===== src/hdl/wmm_pkg.sv =====
`default_nettype none
package wmm_pkg;

  localparam int SAMPLE_W = 18;
  localparam int FILL_W   = 6;
  localparam int CFG_IDX_W = 2;
  localparam int CFG_DATA_W = 18;

  typedef enum logic [CFG_IDX_W-1:0] {
    REG_IGNORE_NEG = 2'd0,
    REG_MIN_START  = 2'd1,
    REG_MAX_START  = 2'd2
  } cfg_reg_t;

  localparam logic                       IGNORE_NEG_RST = 1'b1;
  localparam logic signed [SAMPLE_W-1:0] MIN_START_RST  = 18'sd6400;
  localparam logic signed [SAMPLE_W-1:0] MAX_START_RST  = 18'sd0;

endpackage
`default_nettype wire


===== src/hdl/wmm_channels.sv =====
`default_nettype none
interface wmm_sample_if;
  import wmm_pkg::*;
  logic                       valid;
  logic                       ready;
  logic signed [SAMPLE_W-1:0] sample;

  modport source (output valid, output sample, input ready);
  modport sink   (input valid, input sample, output ready);
endinterface

interface wmm_result_if;
  import wmm_pkg::*;
  logic                       valid;
  logic                       ready;
  logic signed [SAMPLE_W-1:0] mean;
  logic signed [SAMPLE_W-1:0] running_max;
  logic signed [SAMPLE_W-1:0] running_min;
  logic                       accepted;
  logic [FILL_W-1:0]          fill_count;

  modport source (output valid, output mean, output running_max, output running_min,
                  output accepted, output fill_count, input ready);
  modport sink   (input valid, input mean, input running_max, input running_min,
                  input accepted, input fill_count, output ready);
endinterface
`default_nettype wire


===== src/hdl/wmm_divider.sv =====
`default_nettype none
// Restoring divider, one quotient bit per cycle. Signed dividend, unsigned
// divisor, truncates toward zero; divisor zero gives zero.
module wmm_divider #(
  parameter int SUM_W = 24,
  parameter int CNT_W = 6
) (
  input  wire logic                                clk,
  input  wire logic                                rst,
  input  wire logic                                start,
  input  wire logic signed [SUM_W-1:0]             dividend,
  input  wire logic [CNT_W-1:0]                    divisor,
  output logic                                     busy,
  output logic signed [wmm_pkg::SAMPLE_W-1:0]      quotient
);
  import wmm_pkg::*;

  localparam int STEP_W = $clog2(SUM_W + 1);

  logic [STEP_W-1:0] step;
  logic [SUM_W-1:0]  quo;
  logic [CNT_W-1:0]  rem;
  logic [CNT_W-1:0]  dsr;
  logic              neg;

  logic [CNT_W:0]    rem_sh;
  logic [CNT_W:0]    diff;
  logic              fits;
  logic [SUM_W-1:0]  quo_signed;

  assign rem_sh     = {rem, quo[SUM_W-1]};
  assign diff       = rem_sh - {1'b0, dsr};
  assign fits       = rem_sh >= {1'b0, dsr};
  assign quo_signed = neg ? -quo : quo;
  assign quotient   = quo_signed[SAMPLE_W-1:0];

  always_ff @(posedge clk) begin
    if (rst) begin
      busy <= 1'b0;
      step <= '0;
    end else if (start) begin
      busy <= (divisor != '0);
      step <= STEP_W'(SUM_W);
    end else if (busy) begin
      step <= step - 1'b1;
      if (step == STEP_W'(1)) begin
        busy <= 1'b0;
      end
    end
  end

  always_ff @(posedge clk) begin
    if (start) begin
      quo <= (divisor == '0) ? '0 : (dividend[SUM_W-1] ? -dividend : dividend);
      rem <= '0;
      dsr <= divisor;
      neg <= dividend[SUM_W-1];
    end else if (busy) begin
      quo <= {quo[SUM_W-2:0], fits};
      rem <= fits ? diff[CNT_W-1:0] : rem_sh[CNT_W-1:0];
    end
  end

endmodule
`default_nettype wire


===== src/hdl/window_mean_min_max.sv =====
// Moving average over the last WINDOW accepted samples, with running min/max from the start values.
// The divider starts in S_START; the result is registered once the divider is done and
// the output is free. One sample in flight: a new one is accepted only after the last
// result is loaded, so the bit-serial divider and downstream stalls hold the flow.
// Reset (synchronous, rst high) clears slot, count and sum and loads the
// extremes from their reset start values; window memory contents stay undefined.
`default_nettype none
module window_mean_min_max #(
  parameter int WINDOW = 60
) (
  input  wire logic                              clk,
  input  wire logic                              rst,
  wmm_sample_if.sink                             samples,
  wmm_result_if.source                           results,
  input  wire logic                              cfg_we,
  input  wire logic [wmm_pkg::CFG_IDX_W-1:0]     cfg_index,
  input  wire logic [wmm_pkg::CFG_DATA_W-1:0]    cfg_data
);
  import wmm_pkg::*;

  localparam int CNT_W  = $clog2(WINDOW + 1);
  localparam int SLOT_W = (WINDOW > 1) ? $clog2(WINDOW) : 1;
  // Sum stays exact: each sample adds at most SAMPLE_W bits of magnitude.
  localparam int SUM_W  = SAMPLE_W + CNT_W;

  typedef enum logic [2:0] {
    S_IDLE,
    S_UPDATE,
    S_START,
    S_DIV
  } state_t;

  state_t state;

  // Configuration and running state
  logic                       ignore_neg;
  logic signed [SAMPLE_W-1:0] low_mark;
  logic signed [SAMPLE_W-1:0] high_mark;
  logic [SLOT_W-1:0]          write_slot;
  logic [CNT_W-1:0]           held_count;
  logic signed [SUM_W-1:0]    window_sum;

  // Current request
  logic signed [SAMPLE_W-1:0] cur_sample;
  logic                       cur_take;

  // Window ring: one write port, one registered read port.
  logic signed [SAMPLE_W-1:0] store [WINDOW];
  logic signed [SAMPLE_W-1:0] rd_data;
  logic                       store_we;

  logic                       in_fire;
  logic                       take_in;
  logic                       full;
  logic                       out_free;
  logic                       res_load;

  logic                       div_start;
  logic                       div_busy;
  logic signed [SAMPLE_W-1:0] div_quot;

  assign samples.ready = (state == S_IDLE);
  assign in_fire   = samples.valid && samples.ready;
  // A negative sample is dropped only with the ignore mode on.
  assign take_in   = !(ignore_neg && samples.sample[SAMPLE_W-1]);
  assign full      = (held_count == CNT_W'(WINDOW));
  assign out_free  = !results.valid || results.ready;
  assign res_load  = (state == S_DIV) && !div_busy && out_free;
  assign store_we  = (state == S_UPDATE) && cur_take;
  assign div_start = (state == S_START);

  // Read of the slot about to be overwritten is issued in idle; its data
  // is used in S_UPDATE, the same cycle the slot is rewritten, so the
  // value used was read before the write to that entry.
  always_ff @(posedge clk) begin
    rd_data <= store[write_slot];
    if (store_we) begin
      store[write_slot] <= cur_sample;
    end
  end

  always_ff @(posedge clk) begin
    if (in_fire) begin
      cur_sample <= samples.sample;
      cur_take   <= take_in;
    end
  end

  always_ff @(posedge clk) begin
    if (rst) begin
      state         <= S_IDLE;
      ignore_neg    <= IGNORE_NEG_RST;
      low_mark      <= MIN_START_RST;
      high_mark     <= MAX_START_RST;
      write_slot    <= '0;
      held_count    <= '0;
      window_sum    <= '0;
      results.valid <= 1'b0;
    end else begin
      if (res_load) begin
        results.valid <= 1'b1;
      end else if (results.valid && results.ready) begin
        results.valid <= 1'b0;
      end

      // Start value writes reload the running extremes, unless an accepted sample sets that extreme in the same cycle.
      if (cfg_we) begin
        case (cfg_index)
          REG_IGNORE_NEG: ignore_neg <= cfg_data[0];
          REG_MIN_START:  low_mark   <= $signed(cfg_data[SAMPLE_W-1:0]);
          REG_MAX_START:  high_mark  <= $signed(cfg_data[SAMPLE_W-1:0]);
          default: ;
        endcase
      end

      case (state)
        S_IDLE: begin
          if (in_fire) begin
            state <= S_UPDATE;
          end
        end
        S_UPDATE: begin
          if (cur_take) begin
            // Full window: oldest sample leaves the sum as the new one enters.
            window_sum <= window_sum + SUM_W'(cur_sample)
                          - (full ? SUM_W'(rd_data) : SUM_W'(0));
            if (!full) begin
              held_count <= held_count + 1'b1;
            end
            write_slot <= (write_slot == SLOT_W'(WINDOW - 1)) ? '0 : write_slot + 1'b1;
            if (cur_sample > high_mark) begin
              high_mark <= cur_sample;
            end
            if (cur_sample < low_mark) begin
              low_mark <= cur_sample;
            end
          end
          state <= S_START;
        end
        S_START: begin
          state <= S_DIV;
        end
        S_DIV: begin
          // Result waits here while the divider is busy or the previous one is still held downstream.
          if (res_load) begin
            results.mean        <= div_quot;
            results.running_max <= high_mark;
            results.running_min <= low_mark;
            results.accepted    <= cur_take;
            results.fill_count  <= FILL_W'(held_count);
            state               <= S_IDLE;
          end
        end
        default: begin
          state <= S_IDLE;
        end
      endcase
    end
  end

  wmm_divider #(
    .SUM_W (SUM_W),
    .CNT_W (CNT_W)
  ) u_div (
    .clk      (clk),
    .rst      (rst),
    .start    (div_start),
    .dividend (window_sum),
    .divisor  (held_count),
    .busy     (div_busy),
    .quotient (div_quot)
  );

`ifndef SYNTHESIS
  a_count_bound: assert property (@(posedge clk) disable iff (rst)
    held_count <= CNT_W'(WINDOW))
    else $error("held count beyond window");

  a_slot_bound: assert property (@(posedge clk) disable iff (rst)
    write_slot <= SLOT_W'(WINDOW - 1))
    else $error("write slot beyond window");

  a_fire_update: assert property (@(posedge clk) disable iff (rst)
    in_fire |=> state == S_UPDATE)
    else $error("accepted request did not reach update");

  a_take_count: assert property (@(posedge clk) disable iff (rst)
    (state == S_UPDATE && cur_take) |=> held_count != '0)
    else $error("accepted sample left window empty");

  a_result_accept: assert property (@(posedge clk) disable iff (rst)
    (results.valid && results.accepted) |-> results.fill_count != '0 || WINDOW > 63)
    else $error("accepted result with zero fill");
`endif

endmodule
`default_nettype wire

===== src/flat_wrapper.sv =====
// flat-port wrapper written by rule: the top's interface ports become plain ports
module window_mean_min_max_flat import wmm_pkg::*;
#(
  parameter int WINDOW = 60
)
  (clk, rst, cfg_we, cfg_index, cfg_data, samples_valid, samples_sample, samples_ready, results_valid, results_mean, results_running_max, results_running_min, results_accepted, results_fill_count, results_ready);
  wmm_sample_if samples_i ();
  wmm_result_if results_i ();
  input  wire logic clk;
  input  wire logic rst;
  input  wire logic cfg_we;
  input  wire logic [wmm_pkg::CFG_IDX_W-1:0] cfg_index;
  input  wire logic [wmm_pkg::CFG_DATA_W-1:0] cfg_data;
  input wire logic [$bits(samples_i.valid)-1:0] samples_valid;
  input wire logic [$bits(samples_i.sample)-1:0] samples_sample;
  output wire logic [$bits(samples_i.ready)-1:0] samples_ready;
  output wire logic [$bits(results_i.valid)-1:0] results_valid;
  output wire logic [$bits(results_i.mean)-1:0] results_mean;
  output wire logic [$bits(results_i.running_max)-1:0] results_running_max;
  output wire logic [$bits(results_i.running_min)-1:0] results_running_min;
  output wire logic [$bits(results_i.accepted)-1:0] results_accepted;
  output wire logic [$bits(results_i.fill_count)-1:0] results_fill_count;
  input wire logic [$bits(results_i.ready)-1:0] results_ready;
  assign samples_i.valid = samples_valid;
  assign samples_i.sample = samples_sample;
  assign samples_ready = samples_i.ready;
  assign results_valid = results_i.valid;
  assign results_mean = results_i.mean;
  assign results_running_max = results_i.running_max;
  assign results_running_min = results_i.running_min;
  assign results_accepted = results_i.accepted;
  assign results_fill_count = results_i.fill_count;
  assign results_i.ready = results_ready;
  window_mean_min_max #(.WINDOW(WINDOW)) u_core (.clk(clk), .rst(rst), .samples(samples_i), .results(results_i), .cfg_we(cfg_we), .cfg_index(cfg_index), .cfg_data(cfg_data));
endmodule

===== config.mk =====
export PLATFORM = sky130hd
export DESIGN_NAME = window_mean_min_max_flat
export DESIGN_NICKNAME = d
export VERILOG_FILES = /design/src/hdl/wmm_pkg.sv /design/src/hdl/wmm_channels.sv /design/src/hdl/wmm_divider.sv /design/src/hdl/window_mean_min_max.sv /design/src/flat_wrapper.sv
export SDC_FILE = /design/constraint.sdc
export NUM_CORES = 2
export LEC_CHECK = 0
export BUFFER_PORTS_ARGS = -buffer_cell sky130_fd_sc_hd__buf_2
export CAP_MARGIN = 0
export CORE_MARGIN = 1.5
export CORE_UTILIZATION = 45
export CTS_BUF_LIST = sky130_fd_sc_hd__clkbuf_4
export DETAILED_ROUTE_END_ITERATION = 10
export SLEW_MARGIN = 20
export SYNTH_ARGS = -nofsm -noshare
export SYNTH_HDL_FRONTEND = slang
export SYNTH_SLANG_ARGS = --single-unit

===== constraint.sdc =====
create_clock -name clk -period 7.4 [get_ports clk]
set_input_delay 1.85 -clock clk [delete_from_list [all_inputs] [get_ports clk]]
set_output_delay 1.85 -clock clk [all_outputs]
set_load 0.05 [all_outputs]

After elaboration in Yosys (flattened, before gate mapping)
Memories as Yosys holds them, arrays and structs flattened. A register that Yosys moved wholly into a read port is not among the register bits.
Cells that the tools add are included.
Cells by class
  multipliers: 0
  shift-type cells: 0
  bitwise gates (word level): 2
  div/mod/pow operators: 0
  eq/ne operators: 10
  mux-type cells: 30
  order comparisons: 3
  reduce and logical (&&, ||, !) cells: 22
  add/sub/neg operators: 8
Operators with widths (number)
  two-way mux 18 bit: 11
  two-way mux 24 bit: 5
  adder 24 x 18 -> 24 bit: 1
  negation 24 bit: 1
  subtractor 24 bit: 1
  > comparator 18 bit: 1
  less-than comparator 18 bit: 1
  negation 18 bit: 1
  adder 6 x 1 -> 6 bit, second input constant: 2
  equality test 6 bit, second input constant: 2
  two-way mux 6 bit: 2
  one-hot mux 3 bit (4 select lines): 1
  two-way mux 5 bit: 2
  >= comparator 7 x 6 -> 1 bit: 1
  two-way mux 1 bit: 7
  equality test 3 x 2 -> 1 bit, second input constant: 2
  logical AND 1 bit: 6
  logical NOT 6 bit: 1
  two-way mux 3 bit: 2
  AND reduction 2 bit: 3
  AND reduction 3 bit: 2
  nonzero test 6 bit: 1
  subtractor 6 bit: 1
  equality test 5 x 1 -> 1 bit, second input constant: 1
  other kinds (13): 17
Word-level totals
  memories: 1
  bits in latches: 0
  bits of input ports: 43
  memory bits (writable): 1080
  output and inout port bits: 63
  bits in read-only memories: 0
  bits in registers: 200
  logic and storage cells: 98
Memories
  u_core.store: words 60, bits a word 18, read ports 1, clocked after memory_dff 1, write ports 1, line window_mean_min_max.sv:48  | logic signed [SAMPLE_W-1:0] store [WINDOW];

Logic depth before layout (Yosys ltp)
  depth after elaboration: 6
  gate-level depth with buffers: 18
  gate-level depth less buffers: 16

Modules after synthesis
Synthesis repeated with hierarchy kept, for this count alone.
Second synthesis, totals
  cell total of the unflattened synthesis: 3411
  area, all modules: 53871.7 um2
Modules (own cells, without submodules)
  window_mean_min_max: times used 1, area each 50892.6 um2, seq. area each 36715.2 um2, cells each 3092
  wmm_divider: times used 1, area each 2979.1 um2, seq. area each 1171.1 um2, cells each 319

Worst setup path before layout
Ideal clock, no wire load.
  kind: input-to-reg
  from: input port rst
  to: register u_core.results.accepted, enable pin
  path slack: 430 ps
  buffers on the path: 2
  arrival time: 6415 ps
  setup time: 555 ps
  data required time: 6845 ps
  stages: 3
  cell sequence: clkbuf_1 > clkbuf_1 > nor3_1
On the way
  longest elaborated chain between the ends: 2
RTL lines
  start, declared: line flat_wrapper.sv:10  | input wire logic rst;
  NOT 1 bit (no source line)
  AND reduction 3 bit (no source line)
  end signal, assigned: line window_mean_min_max.sv:149  | results.accepted <= cur_take;
  end, declared: line wmm_channels.sv:23  | output accepted, output fill_count, input ready);
No other way between the ends.
A chain may end at the register's enable or synchronous reset.

Worst setup path after layout
  from: register u_core.held_count[0]
  to: register u_core.window_sum[18]
On the way
  longest elaborated chain between the ends: 3
RTL lines
  start, declared: line window_mean_min_max.sv:40  | logic [CNT_W-1:0] held_count;
  start signal, assigned: line window_mean_min_max.sv:128  | held_count <= held_count + 1'b1;
  equality test 6 bit: line window_mean_min_max.sv:66  | assign full = (held_count == CNT_W'(WINDOW));
  two-way mux 24 bit: line window_mean_min_max.sv:126  | - (full ? SUM_W'(rd_data) : SUM_W'(0));
  subtractor 24 bit: line window_mean_min_max.sv:126
  end signal, assigned: line window_mean_min_max.sv:125  | window_sum <= window_sum + SUM_W'(cur_sample)
  end, declared: line window_mean_min_max.sv:41  | logic signed [SUM_W-1:0] window_sum;
No other way between the ends.

==> metrics.csv <==
stage,metric,value,unit
timing,hold_violations,0,
timing,worst_pin_slew,1170,ps
clock_tree,holdBufCountCts,0,
placement,portBuffers,105,
die,die_y,347,µm
min_path,hold_end,u_core.results.running_min[8],
clock_tree,cts_tree,yes,
timing,hold_slack,439,ps
flow_run,maxCapViolations,0,
synthesis,yosys_warnings,0,
timing,setup_viol,0,
synthesis,ys_seq_area_share,71.1,%
die,ios,106,
critical_path,cp_max_fo,20,
die,initial_core_util,45.3,%
finish,area_delta_synth_final,13.5,%
finish,finalNetCount,3966,
critical_path,worstSetupPathType,reg2reg,
timing,slew_viol_final,0,
die,chipWidth,347,µm
min_path,whs_path_depth,0,
timing,fin_crit,4180,ps
routing,wl_per_cell,27.9,µm
finish,final_common_cell,edfxtp_1,
clock_tree,post_cts_resized,0,
grt,grt_max_degree,92,
clock_tree,ctsHtreeMaxLevel,5,
routing,wl,157,mm
timing,relSlewSlack,22.2,%
die,dieArea,121000,µm²
clock_tree,cts_setup_buffers,0,
clock_tree,cts_sinks,1297,
power_and_ir_drop,p_clk_share,31.3,%
timing,rsz0062_at_grt,no,
critical_path,reg2reg_depth,15,
synthesis,ys.flop_type,edfxtp_1,
synthesis,synth_cells,3440,
power_and_ir_drop,worst_ir_drop_vdd,0.175,mV
critical_path,rr_endpoint,u_core.window_sum[18],
finish,final_cell_mix,"1191 x edfxtp_1, 517 x clkbuf_4, 168 x inv_1",
timing,finalCritPeriodShare,56.5,%
power_and_ir_drop,fin_total_pwr,19.8,mW
power_and_ir_drop,power.switching,6.29,mW
routing,drt_iter0_drc,3784,
timing,fin_ws,3220,ps
power_and_ir_drop,sequentialPowerShare,45.7,%
synthesis,synth_edf_count,1191,
grt,grt_pass1_wl,226,mm
finish,drive_above_1_share,25.5,%
power_and_ir_drop,p_leak,20.4,nW
grt,antenna_found_initial,9,
finish,n_fill_cell,9968,
clock_tree,clkTransAtPathRegs,60,ps
power_and_ir_drop,p_int,13.5,mW
routing,drc,0,
min_path,hold_class,reg2reg,
critical_path,reg2reg_from,u_core.held_count[0],
placement,pre_cts_ws,3210,ps
power_and_ir_drop,power.share.switching,31.8,%
die,core-area,118000,µm²
timing,tns,0,ps
timing,fmaxAchievable,239,MHz
synthesis,synth_area_per_cell,15.5,µm²
critical_path,cp-end-kind,register,
synthesis,netlist_area,53300,µm²
critical_path,worstPathArrival,5270,ps
routing,ant_nets,0,
grt,gr-total-overflow,0,
placement,hpwlAfterDp,92.9,mm
critical_path,cp.required,8490,ps
clock_tree,clkLatencyLatePin,1260,ps
synthesis,synth_seq_cells,1297,
placement,gp_congestion,0.912,
power_and_ir_drop,combPwrFrac,23.0,%
synthesis,synthDistinctLibCells,74,
grt,track_usage,25.9,%
finish,fin_util,51.4,%
clock_tree,clk_path_buf_depth,4,
timing,clock_skew,133,ps
routing,drtPass1Iterations,6,
die,rows,126,
grt,grt_pass1_vias,32800,
synthesis,async_flop_share,0,%
min_path,holdCritStartpoint,u_core.low_mark[8],
power_and_ir_drop,p_per_area,327,nW/µm²
run_status,status,"complete, no violations",
critical_path,startpoint,u_core.held_count[0],
clock_tree,cts_root_buf,clkbuf_4,
routing,viasPerCell,5.95,
routing,vias,33400,
synthesis,syn-num-nets,3584,
critical_path,r2r_setup_slack,3220,ps
critical_path,start_kind,register,
clock_tree,cts_buffers,349,
cell usage after synthesis, types with 11 or more instances:
| cell type | count | share of area [%] |
|---|---|---|
| edfxtp_1 | 1191 | 67 |
| nor2_1 | 208 | 1.5 |
| inv_1 | 170 | 1.2 |
| nand2_1 | 152 | 1.1 |
| mux2i_1 | 148 | 2.8 |
| a21oi_1 | 147 | 1.4 |
| a221oi_1 | 138 | 2.3 |
| o21ai_0 | 120 | 1.1 |
| clkbuf_1 | 117 | 0.82 |
| dfxtp_1 | 106 | 4.0 |
| mux2_2 | 99 | 2.1 |
| ha_1 | 77 | 1.8 |
| mux4_2 | 76 | 3.2 |
| o22ai_1 | 70 | 0.82 |
| a22oi_1 | 62 | 0.87 |
| buf_2 | 62 | 0.58 |
| xnor2_1 | 53 | 0.87 |
| a211oi_1 | 51 | 0.72 |
| nor3_1 | 44 | 0.41 |
| and2_1 | 26 | 0.31 |
| fa_1 | 24 | 0.90 |
| nand3_1 | 23 | 0.22 |
| nand4_1 | 23 | 0.27 |
| a21o_1 | 17 | 0.24 |
| a221o_1 | 17 | 0.32 |
| a22o_1 | 17 | 0.28 |
| buf_1 | 15 | 0.11 |
| nand2b_1 | 14 | 0.16 |
| nor2b_1 | 13 | 0.15 |
| xor2_1 | 12 | 0.20 |
| or3_1 | 11 | 0.13 |
final cells by class:
type	instances	area [µm²]	share of cell area [%]
tap	1536	1920	3.18
sequential	1297	37900	62.6
timing repair buffer	229	1470	2.43
clock buffer	517	3880	6.41
multi-input combinational	1774	14300	23.6
antenna	8	20.0	0.0331
inverter	171	642	1.06
clock inverter	73	398	0.658
per-layer routing:
layer | vias to the layer above | GRT usage [%] | part of all wire, %
li1 | 14500 | - | -
met1 | 16800 | 35.0 | 40
met2 | 1820 | 40.2 | 47
met5 | - | 0 | 0.0083
met3 | 319 | 5.58 | 9.5
met4 | 2 | 11.5 | 3.8
flip-flops by register name, indices dropped and copies added, names as in the netlist, 18 cells and up:
name	flops
u_core.store	1080
u_core.u_div.quo	24
u_core.window_sum	24
u_core.cur_sample	18
u_core.high_mark	18
u_core.low_mark	18
u_core.rd_data	18
u_core.results.mean	18
u_core.results.running_max	18
u_core.results.running_min	18
worst max-delay path by stage:
stage | end | slack (ps)
2_1_floorplan | u_core.results.accepted | 430
3_3_place_gp | u_core.window_sum[18] | 3230
3_5_place_dp | u_core.window_sum[18] | 3210
4_1_cts | u_core.window_sum[18] | 3170
5_1_grt | u_core.window_sum[18] | 2790
6_report | u_core.window_sum[18] | 3220
kinds of logic (layout without fill, tap and decap cells):
| kind of cell | after synthesis | count (layout) | share of synthesized area [%] |
|---|---|---|---|
| mux | 323 | 323 | 8.08 |
| buf+inv | 369 | 990 | 2.77 |
| compound gates | 732 | 732 | 9.55 |
| fa+ha+maj | 101 | 101 | 2.71 |
| xor+xnor | 65 | 65 | 1.07 |
| flops | 1297 | 1297 | 71.1 |
| other cells | 0 | 8 | 0 |
| simple gates | 553 | 553 | 4.78 |
worst max-delay path: stages, from the launching register on:
cell and delay, ps:
dfxtp_1 450, inv_1 80, ha_1 210, and3_1 160, buf_4 200, and2_1 200, fa_1 480, inv_1 40
ha_1 310, o211ai_1 180, a21oi_1 60, a211oi_1 450, o211a_1 300, o21ai_0 190, or4b_2 640, o311ai_0 100
per-stage QoR:
stage          cell area [µm²]  std cells
6_report                 60500       5605
5_1_grt                  60500       5604
4_1_cts                  60400       5597
3_5_place_dp             56200       5007
3_3_place_gp             56100       5007
2_1_floorplan            53300       3440
power by group through the flow:
stage | logic [mW] | registers, mW | clock network (mW)
6_report | 4.56 | 9.04 | 6.19
5_1_grt | 4.93 | 9.06 | 6.70
4_1_cts | 4.52 | 9.03 | 6.31
3_5_place_dp | 4.51 | 9.19 | 0
3_3_place_gp | 4.48 | 9.19 | 0
2_1_floorplan | 2.70 | 9.31 | 0
Power figures use the tool's default switching activity.
